## config.mk

```make
export PLATFORM = sky130hd
export DESIGN_NAME = sorted_list_insert_delete
export DESIGN_NICKNAME = d
export VERILOG_FILES = /design/src/rtl/core/sli_pkg.sv /design/src/rtl/core/sli_cmp.sv /design/src/rtl/core/sorted_list_insert_delete.sv
export VERILOG_INCLUDE_DIRS = /design/src /design/src/rtl/core
export SDC_FILE = /design/constraint.sdc
export NUM_CORES = 1
export LEC_CHECK = 0
export ABC_CLOCK_PERIOD_IN_PS = 8100
export BUFFER_PORTS_ARGS = -buffer_cell sky130_fd_sc_hd__buf_4
export CORE_UTILIZATION = 55
export DETAILED_ROUTE_END_ITERATION = 10
export PLACE_DENSITY_LB_ADDON = 0.15
export SLEW_MARGIN = 10
export SYNTH_ARGS = -nofsm -noshare
export SYNTH_HDL_FRONTEND = slang
export SYNTH_SLANG_ARGS = --single-unit
```

## constraint.sdc

```tcl
create_clock -name i_clk -period 8.1 [get_ports i_clk]
set_input_delay 1.62 -clock i_clk [delete_from_list [all_inputs] [get_ports i_clk]]
set_output_delay 1.62 -clock i_clk [all_outputs]
set_load 0.02 [all_outputs]
```

## src/rtl/core/sorted_list_insert_delete_macros.svh

```systemverilog
// ----------------------------------------------------------------------------
// Sorted list insert/delete assertion macros
// Concurrent assertion helpers shared by the sorted list RTL.
// ----------------------------------------------------------------------------
`ifndef SORTED_LIST_INSERT_DELETE_MACROS_SVH
`define SORTED_LIST_INSERT_DELETE_MACROS_SVH

`ifndef NO_ASSERTIONS

// The consequent must hold in the same cycle as the antecedent.
`define SLI_ASSERT_IMPL(label, clk, rst_n, ante, cons, msg) \
    label: assert property (@(posedge clk) disable iff (!(rst_n)) (ante) |-> (cons)) \
        else $error(msg);

// The consequent must hold in the cycle after the antecedent.
`define SLI_ASSERT_NEXT(label, clk, rst_n, ante, cons, msg) \
    label: assert property (@(posedge clk) disable iff (!(rst_n)) (ante) |=> (cons)) \
        else $error(msg);

`else

`define SLI_ASSERT_IMPL(label, clk, rst_n, ante, cons, msg)
`define SLI_ASSERT_NEXT(label, clk, rst_n, ante, cons, msg)

`endif

`endif

```

## src/rtl/core/sli_pkg.sv

```systemverilog
// ----------------------------------------------------------------------------
// Sorted list package
// Sizes, command codes and status codes of the sorted list block.
// ----------------------------------------------------------------------------
`timescale 1ns / 1ps

package sli_pkg;

    localparam int DEPTH  = 32;
    localparam int DATA_W = 32;
    localparam int IDX_W  = (DEPTH > 1) ? $clog2(DEPTH) : 1;
    localparam int CNT_W  = $clog2(DEPTH + 1);

    typedef enum logic [1:0] {
        CMD_APPEND = 2'd0,
        CMD_INSERT = 2'd1,
        CMD_DELETE = 2'd2,
        CMD_DUMP   = 2'd3
    } t_cmd;

    typedef enum logic [1:0] {
        ST_OK       = 2'd0,
        ST_FULL     = 2'd1,
        ST_NOTFOUND = 2'd2,
        ST_EMPTY    = 2'd3
    } t_status;

endpackage

```

## src/rtl/core/sli_cmp.sv

```systemverilog
// ----------------------------------------------------------------------------
// Sorted list compare unit
// Shared comparator: equality for delete, signed greater-or-equal otherwise.
// ----------------------------------------------------------------------------
`timescale 1ns / 1ps

module sli_cmp
    import sli_pkg::*;
(
    input  logic [DATA_W-1:0] i_entry,
    input  logic [DATA_W-1:0] i_key,
    input  t_cmd              i_cmd,
    output logic              o_hit
);

    always_comb begin
        unique case (i_cmd)
            CMD_DELETE: o_hit = (i_entry == i_key);
            CMD_APPEND,
            CMD_INSERT,
            CMD_DUMP:   o_hit = ($signed(i_entry) >= $signed(i_key));
        endcase
    end

endmodule

```

## src/rtl/core/sorted_list_insert_delete.sv

```systemverilog
// Append and full or empty answers go straight to the result state, then to the result register.
// Insert and delete scan the table with one compare unit, reading and evaluating each stored entry in turn.
// Dump streams the entries one at a time; each read entry is held until the output side is free.
// Throughput is bounded by the single-port table read and the shared comparator.
// Reset (synchronous, active low) empties the list and clears control state;
// the table contents stay undefined until written.
// ----------------------------------------------------------------------------
// Sorted list insert/delete
// Ordered table of signed values with append, insert, delete and dump.
// ----------------------------------------------------------------------------
`timescale 1ns / 1ps
`include "sorted_list_insert_delete_macros.svh"

module sorted_list_insert_delete
    import sli_pkg::*;
(
    input  logic              i_clk,
    input  logic              i_rst_n,
    input  logic              i_valid,
    output logic              o_ready,
    input  logic [1:0]        i_command,
    input  logic [DATA_W-1:0] i_value,
    output logic              o_valid,
    input  logic              i_ready,
    output logic [DATA_W-1:0] o_value_res,
    output logic [1:0]        o_status,
    output logic              o_last
);

    typedef enum logic [3:0] {
        S_IDLE = 4'b0001,
        S_RD   = 4'b0010,
        S_EV   = 4'b0100,
        S_RES  = 4'b1000
    } t_state;

    t_state            r_state, n_state;
    t_cmd              r_cmd, n_cmd;
    logic [DATA_W-1:0] r_value, n_value;
    logic [CNT_W-1:0]  r_count, n_count;
    logic [CNT_W-1:0]  r_idx, n_idx;
    logic              r_found, n_found;
    logic [DATA_W-1:0] r_carry, n_carry;
    t_status           r_status, n_status;

    logic [DATA_W-1:0] r_mem [DEPTH];
    logic [DATA_W-1:0] r_rdata;

    logic              r_o_valid;
    logic [DATA_W-1:0] r_o_value;
    t_status           r_o_status;
    logic              r_o_last;

    logic              mem_we;
    logic [IDX_W-1:0]  mem_waddr;
    logic [DATA_W-1:0] mem_wdata;
    logic              mem_re;
    logic              load_out;
    logic [DATA_W-1:0] out_value;
    t_status           out_status;
    logic              out_last;
    logic              out_free;
    logic              full;
    logic              w_hit;
    logic [CNT_W-1:0]  idx_inc;
    logic [CNT_W-1:0]  idx_dec;

    sli_cmp u_cmp (
        .i_entry (r_rdata),
        .i_key   (r_value),
        .i_cmd   (r_cmd),
        .o_hit   (w_hit)
    );

    assign out_free = !r_o_valid || i_ready;
    assign full     = (r_count == CNT_W'(DEPTH));
    assign idx_inc  = r_idx + CNT_W'(1);
    assign idx_dec  = r_idx - CNT_W'(1);
    assign o_ready  = (r_state == S_IDLE);

    always_comb begin
        n_state    = r_state;
        n_cmd      = r_cmd;
        n_value    = r_value;
        n_count    = r_count;
        n_idx      = r_idx;
        n_found    = r_found;
        n_carry    = r_carry;
        n_status   = r_status;
        mem_we     = 1'b0;
        mem_waddr  = r_idx[IDX_W-1:0];
        mem_wdata  = r_carry;
        mem_re     = 1'b0;
        load_out   = 1'b0;
        out_value  = '0;
        out_status = ST_OK;
        out_last   = 1'b1;

        unique case (r_state)
            S_IDLE: begin
                if (i_valid) begin
                    n_cmd   = t_cmd'(i_command);
                    n_value = i_value;
                    n_idx   = '0;
                    n_found = 1'b0;
                    unique case (t_cmd'(i_command))
                        CMD_APPEND: begin
                            n_state = S_RES;
                            if (full) begin
                                n_status = ST_FULL;
                            end else begin
                                mem_we    = 1'b1;
                                mem_waddr = r_count[IDX_W-1:0];
                                mem_wdata = i_value;
                                n_count   = r_count + CNT_W'(1);
                                n_status  = ST_OK;
                            end
                        end
                        CMD_INSERT: begin
                            if (full) begin
                                n_status = ST_FULL;
                                n_state  = S_RES;
                            end else begin
                                n_state = S_RD;
                            end
                        end
                        CMD_DELETE: begin
                            n_state = S_RD;
                        end
                        CMD_DUMP: begin
                            if (r_count == '0) begin
                                n_status = ST_EMPTY;
                                n_state  = S_RES;
                            end else begin
                                n_state = S_RD;
                            end
                        end
                    endcase
                end
            end
            S_RD: begin
                if (r_cmd != CMD_DUMP && r_idx == r_count) begin
                    // The scan ran past the tail: finish the insert or delete.
                    n_state = S_RES;
                    if (r_cmd == CMD_INSERT) begin
                        mem_we    = 1'b1;
                        mem_wdata = r_found ? r_carry : r_value;
                        n_count   = r_count + CNT_W'(1);
                        n_status  = ST_OK;
                    end else if (r_found) begin
                        n_count  = r_count - CNT_W'(1);
                        n_status = ST_OK;
                    end else begin
                        n_status = ST_NOTFOUND;
                    end
                end else begin
                    mem_re  = 1'b1;
                    n_state = S_EV;
                end
            end
            S_EV: begin
                unique case (r_cmd)
                    CMD_INSERT: begin
                        // After the insert point, each entry moves up by one slot.
                        if (r_found) begin
                            mem_we  = 1'b1;
                            n_carry = r_rdata;
                        end else if (w_hit) begin
                            mem_we    = 1'b1;
                            mem_wdata = r_value;
                            n_carry   = r_rdata;
                            n_found   = 1'b1;
                        end
                        n_idx   = idx_inc;
                        n_state = S_RD;
                    end
                    CMD_DELETE: begin
                        // After the match, each entry moves down by one slot.
                        if (r_found) begin
                            mem_we    = 1'b1;
                            mem_waddr = idx_dec[IDX_W-1:0];
                            mem_wdata = r_rdata;
                        end else if (w_hit) begin
                            n_found = 1'b1;
                        end
                        n_idx   = idx_inc;
                        n_state = S_RD;
                    end
                    CMD_DUMP: begin
                        if (out_free) begin
                            load_out  = 1'b1;
                            out_value = r_rdata;
                            out_last  = (idx_inc == r_count);
                            n_idx     = idx_inc;
                            if (idx_inc == r_count) begin
                                n_count = '0;
                                n_state = S_IDLE;
                            end else begin
                                n_state = S_RD;
                            end
                        end
                    end
                    CMD_APPEND: begin
                        n_state = S_IDLE;
                    end
                endcase
            end
            S_RES: begin
                if (out_free) begin
                    load_out   = 1'b1;
                    out_status = r_status;
                    n_state    = S_IDLE;
                end
            end
            default: begin
                n_state = S_IDLE;
            end
        endcase
    end

    always_ff @(posedge i_clk) begin
        if (!i_rst_n) begin
            r_state   <= S_IDLE;
            r_count   <= '0;
            r_idx     <= '0;
            r_found   <= 1'b0;
            r_o_valid <= 1'b0;
        end else begin
            r_state <= n_state;
            r_count <= n_count;
            r_idx   <= n_idx;
            r_found <= n_found;
            if (load_out) begin
                r_o_valid <= 1'b1;
            end else if (i_ready) begin
                r_o_valid <= 1'b0;
            end
        end
    end

    always_ff @(posedge i_clk) begin
        r_cmd    <= n_cmd;
        r_value  <= n_value;
        r_carry  <= n_carry;
        r_status <= n_status;
        if (load_out) begin
            r_o_value  <= out_value;
            r_o_status <= out_status;
            r_o_last   <= out_last;
        end
    end

    // Table storage: one write port and one registered read port.
    always_ff @(posedge i_clk) begin
        if (mem_we) begin
            r_mem[mem_waddr] <= mem_wdata;
        end
        if (mem_re) begin
            r_rdata <= r_mem[r_idx[IDX_W-1:0]];
        end
    end

    assign o_valid     = r_o_valid;
    assign o_value_res = r_o_value;
    assign o_status    = r_o_status;
    assign o_last      = r_o_last;

    `SLI_ASSERT_IMPL(a_count_bound, i_clk, i_rst_n, 1'b1, r_count <= CNT_W'(DEPTH), "entry count exceeds table depth")
    `SLI_ASSERT_IMPL(a_state_onehot, i_clk, i_rst_n, 1'b1, $onehot(r_state), "state register is not one-hot")
    `SLI_ASSERT_IMPL(a_ev_in_range, i_clk, i_rst_n, r_state == S_EV, r_idx < r_count, "entry evaluated beyond the list tail")
    `SLI_ASSERT_IMPL(a_found_idx, i_clk, i_rst_n, (r_state == S_RD) && r_found, r_idx != '0, "match flagged before any entry was read")
    `SLI_ASSERT_NEXT(a_dump_clears, i_clk, i_rst_n, (r_state == S_EV) && (r_cmd == CMD_DUMP) && load_out && out_last, (r_count == '0) && r_o_valid && r_o_last, "final dump transfer did not empty the list")

endmodule
```

# After elaboration in Yosys (flattened, before gate mapping)
# Memories as Yosys holds them, arrays and structs flattened. A register that Yosys moved wholly into a read port is not among the register bits.
# Index checks and enable logic that the tools add are counted.
[classes] add_sub_neg=4 mul=0 n_div=0 n_lt_le_gt_ge=1 eq_ne=30 shifts=0 mux=75 bitwise=0 n_reduce_logical=22
[ops] op="$mux W32" n=11
[ops] op="$pmux W32 S3" n=1
[ops] op="$mux W6" n=11
[ops] op="$pmux W32 S2" n=1
[ops] op="$eq A32 B32 Y1" n=1
[ops] op="$ge A32 B32 Y1" n=1
[ops] op="$pmux W4 S4" n=2
[ops] op="$mux W5" n=5
[ops] op="$mux W4" n=6
[ops] op="$pmux W6 S2" n=2
[ops] op="$mux W1" n=19
[ops] op="$pmux W6 S3" n=1
[ops] op="$ne A2 B2 Y1 const B" n=8
[ops] op="$mux W2" n=7
[ops] op="$add A6 B1 Y6 const B" n=2
[ops] op="$eq A6 B6 Y1" n=2
[ops] op="$ne A3 B3 Y1 const B" n=4
[ops] op="$pmux W4 S3" n=1
[ops] op="$reduce_and A3 Y1" n=4
[ops] op="$pmux W5 S2" n=1
[ops] op="$reduce_and A9 Y1" n=1
[ops] op="$eq A2 B2 Y1 const B" n=4
[ops] op="$pmux W1 S2" n=4
[ops] op="$reduce_bool A2 Y1" n=4
[ops] op="25 further kinds" n=29
[word_totals] ff_bits=121 latch_bits=0 ramBits=1024 romBits=0 inputBits=38 out_inout_bits=37 n_memories=1
[memory_table] memory="r_mem" depth=32 word_bits=32 rd=1 rd_ports_with_merged_regs=1 wr=1 line_no="sorted_list_insert_delete.sv:46" text="logic [DATA_W-1:0] r_mem [DEPTH];"

# Longest topological paths before layout
# Gate-level depths: netlist of run 1.
[depth] word_depth=9 mapped_depth=12 mapped_depth_nobuf=9

# Modules after synthesis
# A second synthesis of run 1 with hierarchy kept.
[unflattened] cells_unflattened=2469 area_unflattened_um2=47917.2
[by_module_without_submodules] mod="sorted_list_insert_delete" instances=1 cells_per_inst=2348 area_per_inst_um2=47078.9
[by_module_without_submodules] mod="sli_cmp" instances=1 cells_per_inst=121 area_per_inst_um2=838.3

# Least setup slack after synthesis of run 1
# OpenSTA, ideal clock, no wires.
[synth_path] kind="input to register" start="input port i_command[1]" end="memory r_mem[16][0] (enable)" t_arrival_ns=6.433 required_ns=7.599 setup_slack_ns=1.165 cell_stages=7 cell_sequence="or2_1 a211oi_2 mux2i_1 o221ai_1 or3_1 buf_2 nor4_1"
[synth_between] elab_chain_cells=6 word_cells_on_any_way=9 classes_between="8 x mux; 1 x reduce/logical"
[synth_lines] item="start: declaration" line_no="sorted_list_insert_delete.sv:21" text="input logic [1:0] i_command,"
[synth_lines] item="$logic_not A2 Y1 *" line_no="sorted_list_insert_delete.sv:106" text="unique case (t_cmd'(i_command))"
[synth_lines] item="$mux W1" line_no="sorted_list_insert_delete.sv:106"
[synth_lines] item="$mux W1" line_no="sorted_list_insert_delete.sv:101" text="if (i_valid) begin"
[synth_lines] item="$pmux W1 S3" line_no="sorted_list_insert_delete.sv:99" text="unique case (r_state)"
[synth_lines] item="$mux W1" line_no="sorted_list_insert_delete.sv:255" text="if (mem_we) begin"
[synth_lines] item="$mux W1 (implied by the code)" line_no="sorted_list_insert_delete.sv:256" text="r_mem[mem_waddr] <= mem_wdata;"
[synth_lines] item="end: declaration" line_no="sorted_list_insert_delete.sv:46"
# Mark *: on every way between the ends. The rest lies on a longest branch, timed or not.

# Worst setup path after layout of run 1
[layout_path] start="input port i_command[1]" end="memory r_mem[2][18] (enable)"
# Same word-level chain as after synthesis.

==> results of run 1 <==
-- power groups by stage --
stage	sequential, mW	combinational, mW	clock, mW
after floorplan	8.73	2.97	0
after global placement	8.72	4.72	0
after detailed placement	8.73	4.95	0
final	8.61	4.96	5.03
after CTS	8.60	4.96	5.11
after global routing	8.62	5.34	5.34
-- Yosys cell counts, drive strengths merged, types with 38 or more instances --
cell    count
edfxtp   1159
inv        44
mux2       65
clkbuf    108
o22ai      67
nand2      39
buf        44
ha         40
mux2i      65
o21ai      48
mux4      320
nor2       74
a21o       38
-- per-layer routing --
| layer | global-route usage (%) | up-vias | share of wire, % |
|---|---|---|---|
| met5 | 0 | - | 0 |
| met4 | 7.775 | 0 | 2.4 |
| met3 | 4.494 | 206 | 8.2 |
| met2 | 40.51 | 1146 | 48 |
| met1 | 36.96 | 13330 | 41 |
| li1 | - | 10520 | - |
-- path summary, 6_finish.rpt --
kind	start	end	depth (start not counted)
hold reg to reg	r_rdata[9]	r_carry[9]	0
hold / removal	r_rdata[9]	r_carry[9]	0
setup / recovery	i_command[1]	r_mem[2][18]	9
setup reg to reg	r_idx[0]	r_mem[9][2]	8
-- worst max-delay path, cell delays in order --
cell,delay (ns)
buf_4,0.12
or2_1,0.34
a2111oi_4,0.81
nor2_2,0.12
a221oi_2,0.44
o211a_1,0.31
nand3_1,0.17
nor3_2,0.96
buf_4,0.43
-- metrics by stage --
| step | cells | setup WS (ns) | hold WS [ns] | total power [mW] | instance area (um2) |
|---|---|---|---|---|---|
| final | 3817 | 3.125 | 0.5195 | 18.60 | 54930 |
| after global routing | 3816 | 2.915 | 0.5246 | 19.30 | 54930 |
| after CTS | 3816 | 3.176 | 0.5145 | 18.67 | 54930 |
| after detailed placement | 3600 | 2.497 | 0.4986 | 13.69 | 51380 |
| after global placement | 3599 | 2.675 | 0.4797 | 13.44 | 51360 |
| after floorplan | 2439 | 1.165 | 0.4440 | 11.70 | 48710 |
-- cell families after synthesis --
family / count (synthesis) / share of synthesized area (%)
adder cells (fa/ha/maj): 40 / 1.028
multiplexers: 450 / 17.63
AO/OA/AOI/OAI: 286 / 4.208
XOR/XNOR: 14 / 0.2517
buffers and inverters: 197 / 1.544
flip-flops: 1177 / 72.19
AND/OR/NAND/NOR: 275 / 3.142
-- flip-flops by register name, indices dropped and copies added (netlist names) --
signal,cells
o_last,1
o_valid,1
r_state,4
r_value,32
r_carry,32
r_rdata,32
r_idx,6
r_cmd,2
r_found,1
r_count,6
o_status,2
o_value_res,32
r_mem,1024
r_status,2
-- cell type report --
class | instances | share of cell area [%]
clock inverter | 69 | 0.8792
inverter | 45 | 0.3075
multi-input combinational | 1065 | 24.35
tap | 1155 | 2.631
clock buffer | 147 | 5.572
timing repair buffer | 158 | 2.205
sequential | 1177 | 64.05
antenna | 1 | 0.004556
==> summary.md, run 1 <==
| Metric | Value |
|---|---|
| H-Tree Depth | `3` |
| Syn_nets | `2517` |
| Die Ht | `299.6 um` |
| Setup Skew | `just under 0.03 ns` |
| Share of the synthesized area in the top cell type | `a little under three quarters` |
| Register area | `approximately 35000 um2` |
| Drt first pass iters | `8` |
| P_int | `approximately 13 mW` |
| Commonest cells after routing, fill and taps aside | `1159 x edfxtp_1, 320 x mux4_2, 156 x buf_4` |
| R2R setup slack | `approximately 3.2 ns` |
| Placer Congestion | `between 0.9 and 1` |
| Die width | `between 200 and 300 um` |
| First-pass GRT wire length | `~170000 um` |
| GR Overflow Total | `0` |
| CP Capture Type | `flip-flop` |
| Top cells by area, synth | `edfxtp_1 71%, mux4_2 15%, mux2_2 1.5%` |
| Max clock buf depth | `3` |
| Cell variety after synth | `around 70` |
| Comb power frac | `around a quarter` |
| Largest net degree at the start of global routing | `95` |
| Final #Nets | `about 2.6k` |
| CTS tree | `built` |
| TritonCTS Buffers | `116` |
| Post-DP HPWL | `65770 um` |
| Net Sw Frac | `a little under a third` |
| Syn Area/Cell | `~20 um2` |
| Worst-case vdd ir drop | `0.4037 mV` |
| FMAX | `roughly 200 MHz` |
| RSZ-0062 raised after global routing | `no` |
| CP Data Arrival Time | `around 5.3 ns` |
| Initial Util | `between 50 and 60%` |
| Startpoint Class | `input pin` |
| CTS root buffer | `clkbuf_16` |
| Synthesized netlist cell count | `around 2.4k` |
| Drt first-iter violations | `between 2k and 3k` |
| CTS Sinks | `about 1.2k` |
| Hold Path Class | `flip-flop to flip-flop` |
| ANT nets after route | `0` |
| Req. time, crit path | `~8.5 ns` |
| Vias in the first global route | `~26k` |
| Clock latency on the worst-skew pair | `about 0.70 ns` |
| GR Util All Layers | `between 20 and 30%` |
| Post-Route WL | `around 110000 um` |
| Setup-failing EPs final | `0` |
| Slew Limit Fails | `0` |
| Share of cells above drive strength 1 | `between 30% and 40%` |
| Postcts setup bufs | `0` |
| Hold buffers post-CTS | `0` |
| Leak Pwr | `17.07 nW` |
| Post-Route Setup TNS | `0 ns` |
| Worst Max-Slew Pin Slew | `approximately 1.2 ns` |
| Pwr dens | `about 340 nW/um2` |
| Synth area leader | `edfxtp_1` |
| Fin util | `a little over three fifths` |
| Routed WL per cell | `29.57 um` |
| # rows | `~110` |
| Input/output buffers | `74` |
| P_sw | `slightly below 6 mW` |
| Synth Flop Type | `edfxtp_1` |
| Initial antenna violation count | `6` |
| Slew headroom | `between 10% and 20%` |
| Post-synth ARST share | `0%` |
| Area of the multi-input gates | `between 10000 and 15000 um2` |
| Core area | `approximately 87000 um2` |
| Tcrit/Tclk final | `about three fifths` |
| Period minus WS final | `~5.0 ns` |
| P&R area growth vs syn | `12.77%` |
| Via count of the routed design | `approximately 25k` |
| DRC viols | `1` |
| Yosys reg bits | `approximately 1.2k` |
| Ports | `between 70 and 80` |
| Vias per cell | `6.602` |
| Max-Cap Viols | `0` |
| Status | `finished, violations left` |
| Commonest non-fill, non-tap cell in the layout | `edfxtp_1` |
| # fillers | `5948` |
| Setup CP Type | `input pin to flip-flop` |
| Post-Syn Area | `roughly 50000 um2` |
| Failing checks | `DRC` |
| Post-synthesis sequential area ratio | `about 72%` |
| Seq pwr share | `46.3%` |
| Post-synth EDFFs | `1159` |
| Final hold vios | `0` |
| Ys Warns | `0` |
| Clock share of power | `27.0%` |
| Crit Path Max Fanout | `14` |
| Post-CTS sizing | `0` |
| Die footprint | `between 80000 and 90000 um2` |
| Clock-pin slew on the worst setup and hold paths | `about 0.06 ns` |
No activity file was read; power rests on OpenSTA's default activity.
==> run 2, diff against run 1 <==
Settings changed: ABC_CLOCK_PERIOD_IN_PS 8100 to 4600.
Clock period 8.1 ns to 4.6 ns, I/O delays scaled along.
==> run 2 against run 1 <==
The flow now finishes without violations. Clock skew is 0.0058 ns higher. Sequential share of layout area is 1.0 points lower. Die area unchanged. Via count grew 1.0%. Sequential power up 75%. Utilization up 1.0 points. Highest routed layer is now met5.
==> summary.md, run 2 (synthesis results as in run 1) <==
| Metric | Value |
|---|---|
| CP cell instances | `inv_1 > ha_1 > nor4b_2 > a2111oi_4 > buf_4 > o21ai_1 > a221oi_2 > nand2_2 > nor4b_4 > buf_12` |
| Number of flip-flops in the largest register | `1024 (unchanged)` |
| Setup-failing EPs final | `0 (unchanged)` |
| GR Overflow Total | `0 (unchanged)` |
| Commonest non-fill, non-tap cell in the layout | `edfxtp_1` |
| Initial Util | `55.80% (unchanged)` |
| DRC viols | `0 (-1)` |
| Routed WL per cell | `31.28 um (+5.8%)` |
| Max clock buf depth | `3 (unchanged)` |
| # rows | `108 (unchanged)` |
| Leak Pwr | `17.52 nW (+2.6%)` |
| P&R area growth vs syn | `14.64%` |
| Post-Layout Cell Count | `3854 (+0.97%)` |
| Die Ht | `299.6 um (unchanged)` |
| Drt first-iter violations | `2926 (+5.0%)` |
| Largest net degree at the start of global routing | `135 (+42%)` |
| Die footprint | `89750 um2 (unchanged)` |
| Final #Nets | `2680 (+1.5%)` |
| Worst path slowest cell | `dfxtp_1` |
| WP buf/inv | `3 (+1)` |
| Max-Cap Viols | `0 (unchanged)` |
| CTS Sinks | `1177 (unchanged)` |
| Final hold vios | `0 (unchanged)` |
| CP Capture Type | `flip-flop` |
| Die width | `299.6 um (unchanged)` |
| # placed instances | `3637 (+1.0%)` |
| Setup Skew | `0.03510 ns (+0.005840 ns)` |
| GR Util All Layers | `27.59% (+2.0 points)` |
| H-Tree Depth | `3 (unchanged)` |
| ANT nets after route | `0 (unchanged)` |
| Hold path cells | `1 (+1)` |
| Worst Max-Slew Pin Slew | `1.093 ns (-0.1264 ns)` |
| Drt first pass iters | `6 (-2)` |
| Post-Route WL | `120500 um (+6.8%)` |
| Critical Path Stages | `10 (+1)` |
| Pwr Total | `32.95 mW (+77%)` |
| Post-Route Setup TNS | `0 ns (unchanged)` |
| RSZ-0062 raised after global routing | `no` |
| Initial antenna violation count | `4 (-2)` |
| Ports | `75 (unchanged)` |
| Inserted Diodes | `0 (-1)` |
| Via count of the routed design | `25.46k (+1.0%)` |
| Worst-case vdd ir drop | `0.7109 mV (+76%)` |
| Slew Limit Fails | `0 (unchanged)` |
| Post-CTS sizing | `0 (unchanged)` |
| Clock-pin slew on the worst setup and hold paths | `0.06 ns (about the same)` |
| Hold buffers post-CTS | `0 (unchanged)` |
| Clock latency on the worst-skew pair | `0.71 ns (about the same)` |
| Req. time, crit path | `4.96 ns (-3.50 ns)` |
| Vias per cell | `6.605 (about the same)` |
| Crit Path Max Fanout | `32 (+18)` |
| Finished Cell Area | `55840 um2 (+1.7%)` |
| Hold Path Class | `input pin to flip-flop` |
| Pwr dens | `590.1 nW/um2 (+74%)` |
| Status | `finished, final reports clean` |
| CP Data Arrival Time | `4.40 ns (-0.94 ns)` |
| First-pass GRT wire length | `178300 um (+5.8%)` |
| Postcts setup bufs | `0 (unchanged)` |
| Biggest register | `r_mem` |
| CTS tree | `built` |
| CTS root buffer | `clkbuf_16` |
| Setup CP Type | `flip-flop to flip-flop` |
| Startpoint Class | `flip-flop` |
| Post-DP HPWL | `67740 um (+3.0%)` |
| Dpl ws | `0.5512 ns (-1.946 ns)` |
| Post-DP Area | `52090 um2 (+1.4%)` |
| Register-to-Register Path Depth | `10 (+2)` |
| Period minus WS final | `between 4 and 5 ns` |
| FMAX | `approximately 250 MHz` |
| Share of cells above drive strength 1 | `32.49% (+1.6 points)` |
| Final worst setup slack | `0.5561 ns (-2.569 ns)` |
| TritonCTS Buffers | `118 (+1.7%)` |
| Worst path max stage delay | `0.62 ns (-0.34 ns)` |
| Commonest cells after routing, fill and taps aside | `1159 x edfxtp_1, 320 x mux4_2, 158 x buf_4` |
| Vias in the first global route | `25.94k (+0.089%)` |
| Slew headroom | `27.14% (+8.9 points)` |
| Crit-path leading delay family | `compound AO/OA/AOI/OAI gates` |
| Placer Congestion | `0.8394 (-6.9%)` |
| Input/output buffers | `74 (unchanged)` |
| Core area | `87290 um2 (unchanged)` |
| Tcrit/Tclk final | `between 80% and 90%` |
## run 2: layout make-up
| class | instances | area, um2 |
|---|---|---|
| Clock buffer | 134 | 3034 |
| Clock inverter | 83 | 713.2 |
| Fill cell | 5876 | 31460 |
| Inverter | 45 | 168.9 |
| Multi-Input combinational cell | 1065 | 13370 |
| Sequential cell | 1177 | 35180 |
| Tap cell | 1155 | 1445 |
| Timing Repair Buffer | 195 | 1927 |
## run 2: per-layer routing
metal	track usage, %	share of wire [%]	vias up	wire (um)
li1	-	-	10600	-
met1	39.34	40	13300	48470
met2	44.66	49	1339	59100
met3	4.073	8.1	214	9742
met4	8.394	2.7	2	3222
met5	0	0.0066	-	8
## run 2: power breakdown
part	internal [mW]	switching, mW	total, mW
Clock	5.15	4.07	9.22
Combinational	2.87	5.81	8.68
Sequential	14.9	0.164	15.1
Total	22.9	10.0	32.9
## run 2: per-stage QoR
stage                     util, %  hold WS, ns
final                       63.97       0.3960
after global routing        63.97       0.3761
after CTS                   63.97       0.3609
after detailed placement    59.67       0.5119
after global placement      59.67       0.5002
after floorplan                 -       0.4440
## run 2: path summary, 6_finish.rpt
kind / startpoint / to / slack, ns
min reg2reg: r_rdata[0] / r_carry[0] / 0.53
min: i_value[11] / r_value[11] / 0.40
max: r_count[0] / r_mem[14][28] / 0.56
max reg2reg: r_count[0] / r_mem[14][28] / 0.56
## run 2: worst register-to-register path, cell delays in order (launching register included)
cell	delay, ns
dfxtp_1	0.62
inv_1	0.16
ha_1	0.28
nor4b_2	0.22
a2111oi_4	0.53
buf_4	0.24
o21ai_1	0.11
a221oi_2	0.44
nand2_2	0.33
nor4b_4	0.41
buf_12	0.33
